[src/hdl/rc6_pkg.sv]
// rc6 package: shared types, constants and word functions
`timescale 1ns / 1ps

package rc6_pkg;

    // key schedule magic constants
    localparam logic [31:0] MAGIC_P = 32'hB7E15163;
    localparam logic [31:0] MAGIC_Q = 32'h9E3779B9;

    // configuration register indexes
    localparam logic [2:0] REG_KEY_LO     = 3'd0;
    localparam logic [2:0] REG_KEY_MID_LO = 3'd1;
    localparam logic [2:0] REG_KEY_MID_HI = 3'd2;
    localparam logic [2:0] REG_KEY_HI     = 3'd3;
    localparam logic [2:0] REG_KEY_LEN    = 3'd4;

    // request types
    localparam logic REQ_ENCRYPT = 1'b0;
    localparam logic REQ_DECRYPT = 1'b1;

    typedef enum logic [2:0] {
        ST_EXP_LOAD,
        ST_EXP_STEP,
        ST_IDLE,
        ST_WHITEN,
        ST_MIX,
        ST_ROUND,
        ST_FINISH
    } state_t;

    // commands from controller to datapath
    typedef struct packed {
        logic cfg_we;
        logic exp_load;
        logic exp_step;
        logic item_load;
        logic whiten;
        logic mix;
        logic round;
        logic fin;
    } cmd_t;

    // status from datapath to controller
    typedef struct packed {
        logic exp_last;
        logic round_last;
    } status_t;

    function automatic logic [31:0] rotl32(input logic [31:0] x, input logic [4:0] n);
        logic [63:0] dbl;
        dbl = {x, x} << n;
        return dbl[63:32];
    endfunction

    function automatic logic [31:0] rotr32(input logic [31:0] x, input logic [4:0] n);
        logic [63:0] dbl;
        dbl = {x, x} >> n;
        return dbl[31:0];
    endfunction

    // quadratic mixing function x*(2x+1) rotated left by five
    function automatic logic [31:0] mix_f(input logic [31:0] x);
        logic [31:0] prod;
        prod = x * {x[30:0], 1'b1};
        return rotl32(prod, 5'd5);
    endfunction

endpackage

[src/hdl/rc6_ctrl.sv]
// rc6 controller: sequences key expansion and the block rounds
`timescale 1ns / 1ps

module rc6_ctrl
    import rc6_pkg::*;
(
    input  logic       aclk,
    input  logic       aresetn,
    input  logic       s_valid,
    output logic       s_ready,
    output logic       m_valid,
    input  logic       m_ready,
    input  logic       cfg_valid,
    output logic       cfg_ready,
    input  logic [2:0] cfg_index,
    input  status_t    status,
    output cmd_t       cmd
);

    state_t state_reg, state_next;
    logic   m_valid_reg, m_valid_next;
    logic   cfg_wr;
    logic   out_free;

    assign out_free = !m_valid_reg || m_ready;
    assign m_valid  = m_valid_reg;

    // state and output valid registers
    always_ff @(posedge aclk) begin
        if (!aresetn) begin
            state_reg   <= ST_EXP_LOAD;
            m_valid_reg <= 1'b0;
        end else begin
            state_reg   <= state_next;
            m_valid_reg <= m_valid_next;
        end
    end

    // next state and commands
    always_comb begin
        state_next   = state_reg;
        cmd          = '0;
        cfg_ready    = 1'b0;
        s_ready      = 1'b0;
        cfg_wr       = 1'b0;
        m_valid_next = m_valid_reg && !m_ready;
        case (state_reg)
            ST_EXP_LOAD: begin
                cfg_ready    = 1'b1;
                cmd.exp_load = 1'b1;
                state_next   = ST_EXP_STEP;
            end
            ST_EXP_STEP: begin
                cfg_ready    = 1'b1;
                cmd.exp_step = 1'b1;
                if (status.exp_last) begin
                    state_next = ST_IDLE;
                end
            end
            ST_IDLE: begin
                cfg_ready = 1'b1;
                s_ready   = !cfg_valid;
                if (s_valid && !cfg_valid) begin
                    cmd.item_load = 1'b1;
                    state_next    = ST_WHITEN;
                end
            end
            ST_WHITEN: begin
                cmd.whiten = 1'b1;
                state_next = ST_MIX;
            end
            ST_MIX: begin
                cmd.mix    = 1'b1;
                state_next = ST_ROUND;
            end
            ST_ROUND: begin
                cmd.round  = 1'b1;
                state_next = status.round_last ? ST_FINISH : ST_MIX;
            end
            ST_FINISH: begin
                if (out_free) begin
                    cmd.fin      = 1'b1;
                    m_valid_next = 1'b1;
                    state_next   = ST_IDLE;
                end
            end
            default: begin
                state_next = ST_EXP_LOAD;
            end
        endcase
        // a key register write restarts the expansion
        cfg_wr     = cfg_valid && cfg_ready;
        cmd.cfg_we = cfg_wr;
        if (cfg_wr && (cfg_index == REG_KEY_LO || cfg_index == REG_KEY_MID_LO ||
                       cfg_index == REG_KEY_MID_HI || cfg_index == REG_KEY_HI ||
                       cfg_index == REG_KEY_LEN)) begin
            cmd.exp_load = 1'b0;
            cmd.exp_step = 1'b0;
            state_next   = ST_EXP_LOAD;
        end
    end

    // no block request is taken in the cycle of a register write
    a_cfg_vs_req: assert property (@(posedge aclk) disable iff (!aresetn)
        !(cfg_valid && cfg_ready && s_valid && s_ready))
        else $error("register write and block request accepted together");

    // the finish step only fires into a free output register
    a_fin_free: assert property (@(posedge aclk) disable iff (!aresetn)
        cmd.fin |-> (!m_valid_reg || m_ready))
        else $error("result overwrote a pending result");

    // an accepted request is whitened in the next cycle
    a_load_whiten: assert property (@(posedge aclk) disable iff (!aresetn)
        cmd.item_load |=> cmd.whiten)
        else $error("whitening step missed");

    // a new result appears only after a finish step
    a_valid_src: assert property (@(posedge aclk) disable iff (!aresetn)
        $rose(m_valid_reg) |-> $past(cmd.fin))
        else $error("result valid without finish step");

endmodule

[config.mk]
export PLATFORM = sky130hd
export DESIGN_NAME = rc6_ctrl
export DESIGN_NICKNAME = d
export VERILOG_FILES = /design/src/hdl/rc6_pkg.sv /design/src/hdl/rc6_ctrl.sv
export SDC_FILE = /design/constraint.sdc
export NUM_CORES = 1
export LEC_CHECK = 0
export ABC_CLOCK_PERIOD_IN_PS = 1500
export BUFFER_PORTS_ARGS = -buffer_cell sky130_fd_sc_hd__buf_2
export CAP_MARGIN = 20
export CORE_AREA = 5 5 42 44
export CTS_CLUSTER_SIZE = 10
export DETAILED_ROUTE_END_ITERATION = 12
export DIE_AREA = 0 0 47 49
export GPL_TIMING_DRIVEN = 0
export PLACE_DENSITY = 0.49
export SYNTH_ARGS = -nofsm -noshare
export SYNTH_HDL_FRONTEND = slang
export SYNTH_SLANG_ARGS = --single-unit
[constraint.sdc]
create_clock -name aclk -period 1.5 [get_ports aclk]
set_clock_uncertainty 0.2 [all_clocks]
set_input_delay 0.15 -clock aclk [delete_from_list [all_inputs] [get_ports aclk]]
set_output_delay 0.15 -clock aclk [all_outputs]
set_load 0.02 [all_outputs]
==> results of run 1 <==
worst paths after layout:
path,startpoint,to,depth (start not counted)
worst max-delay path,state_reg[0],cmd[0],4
worst min register to register,m_valid,m_valid,2
worst max register to register,state_reg[2],state_reg[1],4
worst min-delay path,m_ready,m_valid,3
power breakdown:
| group | internal, uW | switching (uW) | leakage (uW) |
|---|---|---|---|
| clock network | 89.6 | 45.6 | 0.0000138 |
| logic | 65.6 | 53.4 | 0.000205 |
| registers | 110 | 11.0 | 0.0000347 |
| total | 265 | 110 | 0.000254 |
through the flow:
stage               worst slack (ns)  cell area [sq um]  std cells  total power [uW]
finish                       -0.0869                557         76               375
global route                  -0.116                557         76               398
CTS                          -0.0899                547         77               375
detailed placement          -0.00876                419         69               205
global placement            -0.00942                419         69               206
floorplan                     0.0150                299         33               173
final cells by class:
cell class | instances | share of cell area, %
inverter | 1 | 0.674
clock buffer | 3 | 4.04
buffer | 1 | 1.35
sequential | 4 | 16.4
timing repair buffer | 25 | 32.1
multi-input combinational | 26 | 41.8
tap | 16 | 3.60
cells in the final DEF, fill, tap and decap left out, types with 2 or more instances in the layout:
master,synthesis,final
buf_2,1,12
buf_4,1,8
buf_6,0,5
clkbuf_4,0,3
dfxtp_4,0,3
nand2b_4,0,2
nor3_1,2,2
tightest hold or removal path, cell delays in order:
cell      delay (ns)
buf_2           0.07
nand2b_1        0.14
a21boi_2        0.06
layer usage:
metal / vias up / GRT usage (%) / share of wire [%]
met5: - / 0 / 0
met4: 0 / 2.76 / 0
met3: 0 / 5.54 / 7.7
met2: 14 / 12.2 / 46
met1: 153 / 10.1 / 46
li1: 172 / - / -
repair_timing:
| action | in CTS | in global routing |
|---|---|---|
| gates resized for setup | 21 | 7 |
| endpoints found under the hold margin | 3 | 0 |
| setup endpoints to repair | 9 | 9 |
| hold buffers | 1 | 0 |
| setup buffers | 4 | 0 |
| pin swaps | 4 | 2 |
logic make-up after synthesis:
family | count (synthesis)
compound gates | 6
buf+inv | 3
flops | 4
mux | 1
simple gates | 19
==> results.cfg, run 1 <==
[pwr]
vdd_ir_drop_max_mv = 0.306
power_density_nw_per_um2 = 674
power_leakage_uw = 0.000254

[cells_and_area]
diodes = 0
multiInputGateArea_sq_um = 233
num-nets-final = 72
seqCellArea_sq_um = 91.3
post-route-util_pct = 39.7
largest_reg_flops = 3
area_growth_pct = 93.5
layout-drive-gt1-share_pct = 75.0
fillCellCount = 156

[yosys]
netlist_area_sq_um = 288
synthArstFlopShare_pct = 0
yosys.cell_count.top_type = dfxtp_1
netlist_instances = 33
yosysUniqueCellTypes = 25
netlist.area_leader.share_pct = 27.8
synth_seq_cells = 4
synthSimpleGateAreaFrac_pct = 46.5
synthFlopType = dfxtp_1
synth_edf_count = 0
synth_area_per_cell_sq_um = 8.72
synth-compound-area-share_pct = 16.5
ys_top_cells_by_area = dfxtp_1 28%, and2_1 4.3%, and3_1 4.3%
synth_top_family_by_area = simple AND/OR/NAND/NOR gates
synth_fp_nets = 43
synthXorXnorAreaFrac_pct = 0
yosys.area.top_type = dfxtp_1
synth_warnings = 0
synth_seq_area_share_pct = 27.8
synth_mux_area_share_pct = 3.48
synthAdderAreaFrac_pct = 0

[clocking]
root_buffer = clkbuf_4
cts_tree = done
cts_sinks = 4
clock_latency_ns = 0.24
cts_buffers = 3
h-tree-depth = 1
cts.path.max_buffers = 2
clkTransAtPathRegs_ns = 0.04

[drt]
num_vias = 339
drt_iter0_drc = 6
drt-pass1-iter-count = 3
vias_per_cell = 4.46
route.detailed.drc = 0
wl_per_cell_um = 11.7
detail-route-antenna-nets = 0
routed_wl_um = 892

[place]
gp_congestion = 0.762
port_buffers = 20
post-dp-hpwl_um = 629

[setup_path]
cp_slowest_cell = dfxtp_4
critPathMaxFanout = 4
critPathRequiredTime_ns = 1.15
crit_chain = nand2b_4 > or2_4 > nor2b_2 > buf_6
slowest_delay_ns = 0.35
path_buf_inv = 1
worstSetupEndpointType = primary output
worst-setup-path-type = flop to primary output
critPathTopFamily = simple AND/OR/NAND/NOR gates
worst_ep_arrival_time_ns = 1.24
startpoint_type = flop
ff2ff_setup_slack_ns = 0.23

[die]
dieArea_sq_um = 2300
rows = 14
coreArea_sq_um = 1400
die_h_um = 49
ios = 21
die_w_um = 47
initial_core_util_pct = 20.5

[timing]
fin_crit_ns = 1.59
tns_ns = -0.220
final.setup.worst_slack_ns = -0.0869
fmax_ghz = 0.630
finalSetupViolCount = 4
tightest_slew_ns = 0.245
rsz0062_at_grt = true
slew_viol_final = 0
fin_crit_sh_pct = 106
timing.hold.ws_ns = 0.0314
hold_viol = 0
relSlewSlack_pct = 83.4

[status]
outcome = finished, violations left
violations = negative setup slack

[global_route]
grt-ovfl-total = 0
grt_pass1_vias = 358
antenna_found_initial = 0
grt_pass1_wl_um = 1440
grt_max_degree = 9
grt_use_total_pct = 8.52

[hold_path]
worst_hold_path_type = input port to flop

[run]
cap_violations = 0
No activity file was read; power rests on OpenSTA's default activity.
==> inputs of run 2 (changes only) <==
Settings changed: ABC_AREA set to 1, PLACE_DENSITY 0.49 to 0.5.
==> run 2 against run 1 <==
  * The flow now finishes without violations
  * Register-to-register slack about the same
  * Setup slack improved by 0.11 ns
  * Worst hold slack better by 0.0013 ns
  * Cell count is 36% higher
  * Clock power shrank 3%
  * Synthesized cell count increased by 67%
  * Sequential share of layout area decreased by 1.7 points
  * Power increased by 6.3%
  * Non-clock buffer count rose by 4
  * Global-route usage is 0.99 points lower
  * Core utilization rose by 3.3 points
  * Sequential power hardly changed
  * Critical path type unchanged
==> results.cfg, run 2 <==
[place]
post-dp-hpwl_um = 660
gp_congestion = 0.714
port_buffers = 20
place_worst_setup_slack_ns = 0.105

[drt]
drt_iter0_drc = 2
wl_per_cell_um = 8.41
drt-pass1-iter-count = 4
route.detailed.drc = 0
detail-route-antenna-nets = 0
vias_per_cell = 4.17
num_vias = 429
routed_wl_um = 866

[yosys]
yosys.area.top_type = dfxtp_1
synthFlopType = dfxtp_1
synth_seq_cells = 4
synth_fp_nets = 65
synth_warnings = 0
netlist_instances = 55
synth_mux_area_share_pct = 0
synthArstFlopShare_pct = 0
yosys-top-cells-count = 13 x nor2_1, 12 x nand2_1, 9 x inv_1, 4 x dfxtp_1, 4 x nand3_1
netlist_area_sq_um = 304
synth_area_per_cell_sq_um = 5.53
yosys.cell_count.top_type = nor2_1
synthXorXnorAreaFrac_pct = 0
ys_top_cells_by_area = dfxtp_1 26%, nor2_1 16%, nand2_1 15%
synthSimpleGateAreaFrac_pct = 49.4
synth_edf_count = 0
synthAdderAreaFrac_pct = 0
synth_seq_area_share_pct = 26.3
netlist.area_leader.share_pct = 26.3
synth-compound-area-share_pct = 7.41
synth_top_family_by_area = simple AND/OR/NAND/NOR gates
yosysUniqueCellTypes = 14

[timing]
tns_ns = 0
final.setup.worst_slack_ns = 0.0200
fin_crit_sh_pct = 98.7
tightest_slew_ns = 0.210
finalSetupViolCount = 0
timing.hold.ws_ns = 0.0327
hold_viol = 0
fin_crit_ns = 1.48
fmax_ghz = 0.676
rsz0062_at_grt = true
relSlewSlack_pct = 85.9
slew_viol_final = 0

[cells_and_area]
diodes = 0
final_common_cell = buf_2
largest_reg_flops = 3
num-nets-final = 99
final_cell_mix = 14 x buf_2, 11 x buf_4, 10 x nor2_1, 10 x nand2_1, 7 x inv_1
fillCellCount = 166
layout-drive-gt1-share_pct = 57.5
area_growth_pct = 98.4

[global_route]
antenna_found_initial = 0
grt-ovfl-total = 0
grt_pass1_vias = 375
grt_pass1_wl_um = 1300
grt_use_total_pct = 7.53
grt_max_degree = 8

[setup_path]
startpoint_type = flop
crit_chain = inv_4 > nand2_4 > nor2_2 > inv_1 > nor2_1 > buf_4
cp_slowest_cell = dfxtp_4
slowest_delay_ns = 0.36
critPathMaxFanout = 6
timing.rr.start = state_reg[0]
startpoint = state_reg[0]
worst_ep_arrival_time_ns = 1.13
worst-setup-path-type = flop to primary output
path_buf_inv = 3
critPathRequiredTime_ns = 1.15
critPathTopFamily = flip-flops
worstSetupEndpointType = primary output

[hold_path]
min_from = status[1]
worst_hold_path_type = input port to flop

[clocking]
clkTransAtPathRegs_ns = 0.04
cts_tree = done
root_buffer = clkbuf_4
clock_latency_ns = 0.23
cts_sinks = 4
cts.path.max_buffers = 2
cts_buffers = 3
h-tree-depth = 1

[status]
outcome = finished, final reports clean

[die]
initial_core_util_pct = 21.7
coreArea_sq_um = 1400
ios = 21
die_w_um = 47
rows = 14
die_h_um = 49
dieArea_sq_um = 2300

[run]
cap_violations = 0

[pwr]
power_leakage_uw = 0.000333
vdd_ir_drop_max_mv = 0.372
power_density_nw_per_um2 = 662
## run 2: final timing paths
kind	to	slack, ns	depth (start not counted)
hold / removal	state_reg[1]	0.03	5
hold reg to reg	state_reg[2]	0.40	6
setup / recovery	cmd[0]	0.02	6
setup reg to reg	state_reg[2]	0.24	9
## run 2: worst min-delay path, delay by kind of cell
family | cells | cell delay [ns]
buffers and inverters | 2 | 0.11
and+or+nand+nor | 3 | 0.17
## run 2: area by class of cell
type                            count  area (sq um)  share of cell area, %
Buffer                              1          7.51                   1.24
Clock buffer                        3          22.5                   3.73
Inverter                           11          48.8                   8.09
Multi-Input combinational cell     39           215                   35.7
Sequential cell                     4          88.8                   14.7
Tap cell                           16          20.0                   3.32
Timing Repair Buffer               29           200                   33.2
## run 2: repair_timing
action                     in CTS  in global routing
gates resized for setup         9                 21
hold endpoints to repair        4                  0
pin swaps                       4                  7
setup endpoints to repair       4                  8
hold buffers                    1                  0
cloned                          0                  0
setup buffers                   5                  3
## run 2: power breakdown
part           switching (uW)  internal [uW]
clock network            41.3           89.3
logic                    75.7           68.8
registers                10.6            113
total                     128            271
## run 2: metal layers
layer	share of wire [%]	up-vias	wire length, um	GRT usage [%]
met5	0	-	0	0
met1	40	181	347	8.99
li1	-	230	-	-
met4	1.7	0	15	4.15
met2	49	16	423	11.5
met3	9.1	2	79	2.21
## run 2: kinds of logic (layout without fill, tap and decap cells)
group                  after synthesis  count (layout)
AND/OR/NAND/NOR                     35              35
AO/OA/AOI/OAI                        4               4
flip-flops                           4               4
buffers and inverters               12              44
## run 2: per-stage QoR
| step | util, % | power, uW | area, sq um | cells |
|---|---|---|---|---|
| after global placement | 30.3 | 222 | 424 | 91 |
| after CTS | 36.4 | 375 | 510 | 100 |
| after detailed placement | 30.3 | 222 | 424 | 91 |
| after global routing | 43.0 | 436 | 603 | 103 |
| final | 43.0 | 399 | 603 | 103 |
| after floorplan | - | 188 | 304 | 55 |
==> inputs of run 3 (changes only) <==
Settings changed: ABC_CLOCK_PERIOD_IN_PS 1500 to 1600, BUFFER_PORTS_ARGS -buffer_cell sky130_fd_sc_hd__buf_2 to -buffer_cell sky130_fd_sc_hd__clkbuf_2.
Clock period 1.5 ns to 1.6 ns, I/O delays scaled along.
==> run 3 against run 2 <==
  * Register-to-register slack improved by 0.13 ns
  * Clock-buffer cell count did not move
  * Die area stayed put
  * Sequential cell count stayed put
  * Largest cell class unchanged
  * Largest power group is now clock
==> results.cfg, run 3 (same netlist as run 2, synthesis figures left out) <==
[drt]
wl_met1_um = 324
route.detailed.drc = 0
num_vias = 409
detail-route-antenna-nets = 0
drt_iter0_drc = 10
maxUsedRoutingLayer = met4
vias_per_cell = 4.13
routed_wl_um = 802
drt-pass1-iter-count = 4
wl_per_cell_um = 8.10
wl_met2_um = 380
wl_met3_um = 82

[clocking]
clock_latency_ns = 0.23
cts.path.max_buffers = 2
cts_sinks = 4
clkTransAtPathRegs_ns = 0.04
cts_tree = done
cts_buffers = 3
root_buffer = clkbuf_4
h-tree-depth = 1

[global_route]
antenna_found_initial = 0
grt_use_total_pct = 7.67
grt_pass1_wl_um = 1320
grt_max_degree = 8
grt-ovfl-total = 0
grt_pass1_vias = 366

[die]
rows = 14
die_h_um = 49
ios = 21
die_w_um = 47
coreArea_sq_um = 1400
initial_core_util_pct = 21.7
dieArea_sq_um = 2300

[timing]
hold_viol = 0
fin_crit_ns = 1.53
fmax_ghz = 0.654
rsz0062_at_grt = true
fin_crit_sh_pct = 95.5
tightest_slew_ns = 0.208
relSlewSlack_pct = 86.0
slew_viol_final = 0
finalSetupViolCount = 0

[setup_path]
worstSetupEndpointType = primary output
worst_ep_arrival_time_ns = 1.17
worst-setup-path-type = flop to primary output
ff2ff_setup_slack_ns = 0.37
startpoint_type = flop
critPathRequiredTime_ns = 1.24
critPathMaxFanout = 6

[run]
cap_violations = 0

[pwr]
power_leakage_uw = 0.000290
switching_power_uw = 106
swShare_pct = 31.1
p_int_uw = 235
power_uw = 341
power_density_nw_per_um2 = 659
power_frac_seq_pct = 33.4
clkPwrFrac_pct = 35.9
power_frac_comb_pct = 30.7
vdd_ir_drop_max_mv = 0.330

[cells_and_area]
final_cell_mix = 16 x clkbuf_2, 13 x nor2_1, 11 x nand2_1
diodes = 0
largest_reg_flops = 3
fillCellCount = 180
final_common_cell = clkbuf_2
seqCellArea_sq_um = 86.3
area_growth_pct = 70.0
layout-drive-gt1-share_pct = 45.8
num-nets-final = 95
multiInputGateArea_sq_um = 185
post-route-util_pct = 36.9

[status]
outcome = finished, final reports clean

[hold_path]
worst_hold_path_type = input port to flop

[place]
gp_congestion = 0.749
post-dp-hpwl_um = 651
port_buffers = 20
[run 3: through the flow]
stage,setup TNS [ns],hold WS [ns],setup slack [ns],std cells,instance area [sq um]
after detailed placement,0,0.227,0.160,91,424
after global routing,-0.0382,0.0889,-0.0175,99,517
after CTS,0,0.0401,0.0311,98,489
after floorplan,0,0.0776,0.241,55,304
final,0,0.0461,0.0715,99,517
after global placement,0,0.224,0.148,91,424
[run 3: power groups by stage]
stage	sequential [uW]	combinational (uW)	clock [uW]
floorplan	113	63.0	0
global placement	114	94.0	0
detailed placement	114	94.1	0
CTS	114	102	130
global route	115	120	140
finish	114	105	122
[run 3: path summary, 6_finish.rpt]
kind / from / depth (start not counted) / endpoint
max: state_reg[0] / 6 / cmd[0]
min: status[1] / 5 / state_reg[1]
max reg2reg: state_reg[1] / 7 / state_reg[0]
min reg2reg: state_reg[0] / 3 / state_reg[1]
[run 3: repair_timing]
item                                    in CTS  in global routing
setup buffers                                3                  1
pin swaps                                    1                  1
gates resized for setup                      5                 10
endpoints found under the setup margin       2                  7
gates cloned                                 0                  0
endpoints found under the hold margin        4                  0
hold buffers                                 1                  0
[run 3: area by class of cell]
cell class | instances | share of cell area [%]
Timing Repair Buffer | 25 | 29.3
Buffer | 1 | 1.45
Inverter | 11 | 8.47
Multi-Input combinational cell | 39 | 35.8
Sequential cell | 4 | 16.7
Clock buffer | 3 | 4.36
Tap cell | 16 | 3.87
[run 3: worst max-delay path, cell delays in order, from the launching register on]
cell	delay (ns)
dfxtp_2	0.33
inv_2	0.09
nand2_1	0.08
nor2_2	0.13
inv_1	0.07
nor2_1	0.09
buf_4	0.15
[run 3: metal layers]
metal / vias to the layer above / global-route usage, %
met5: - / 0
met2: 16 / 11.8
met4: 0 / 4.15
met3: 2 / 2.21
li1: 222 / -
met1: 169 / 9.21
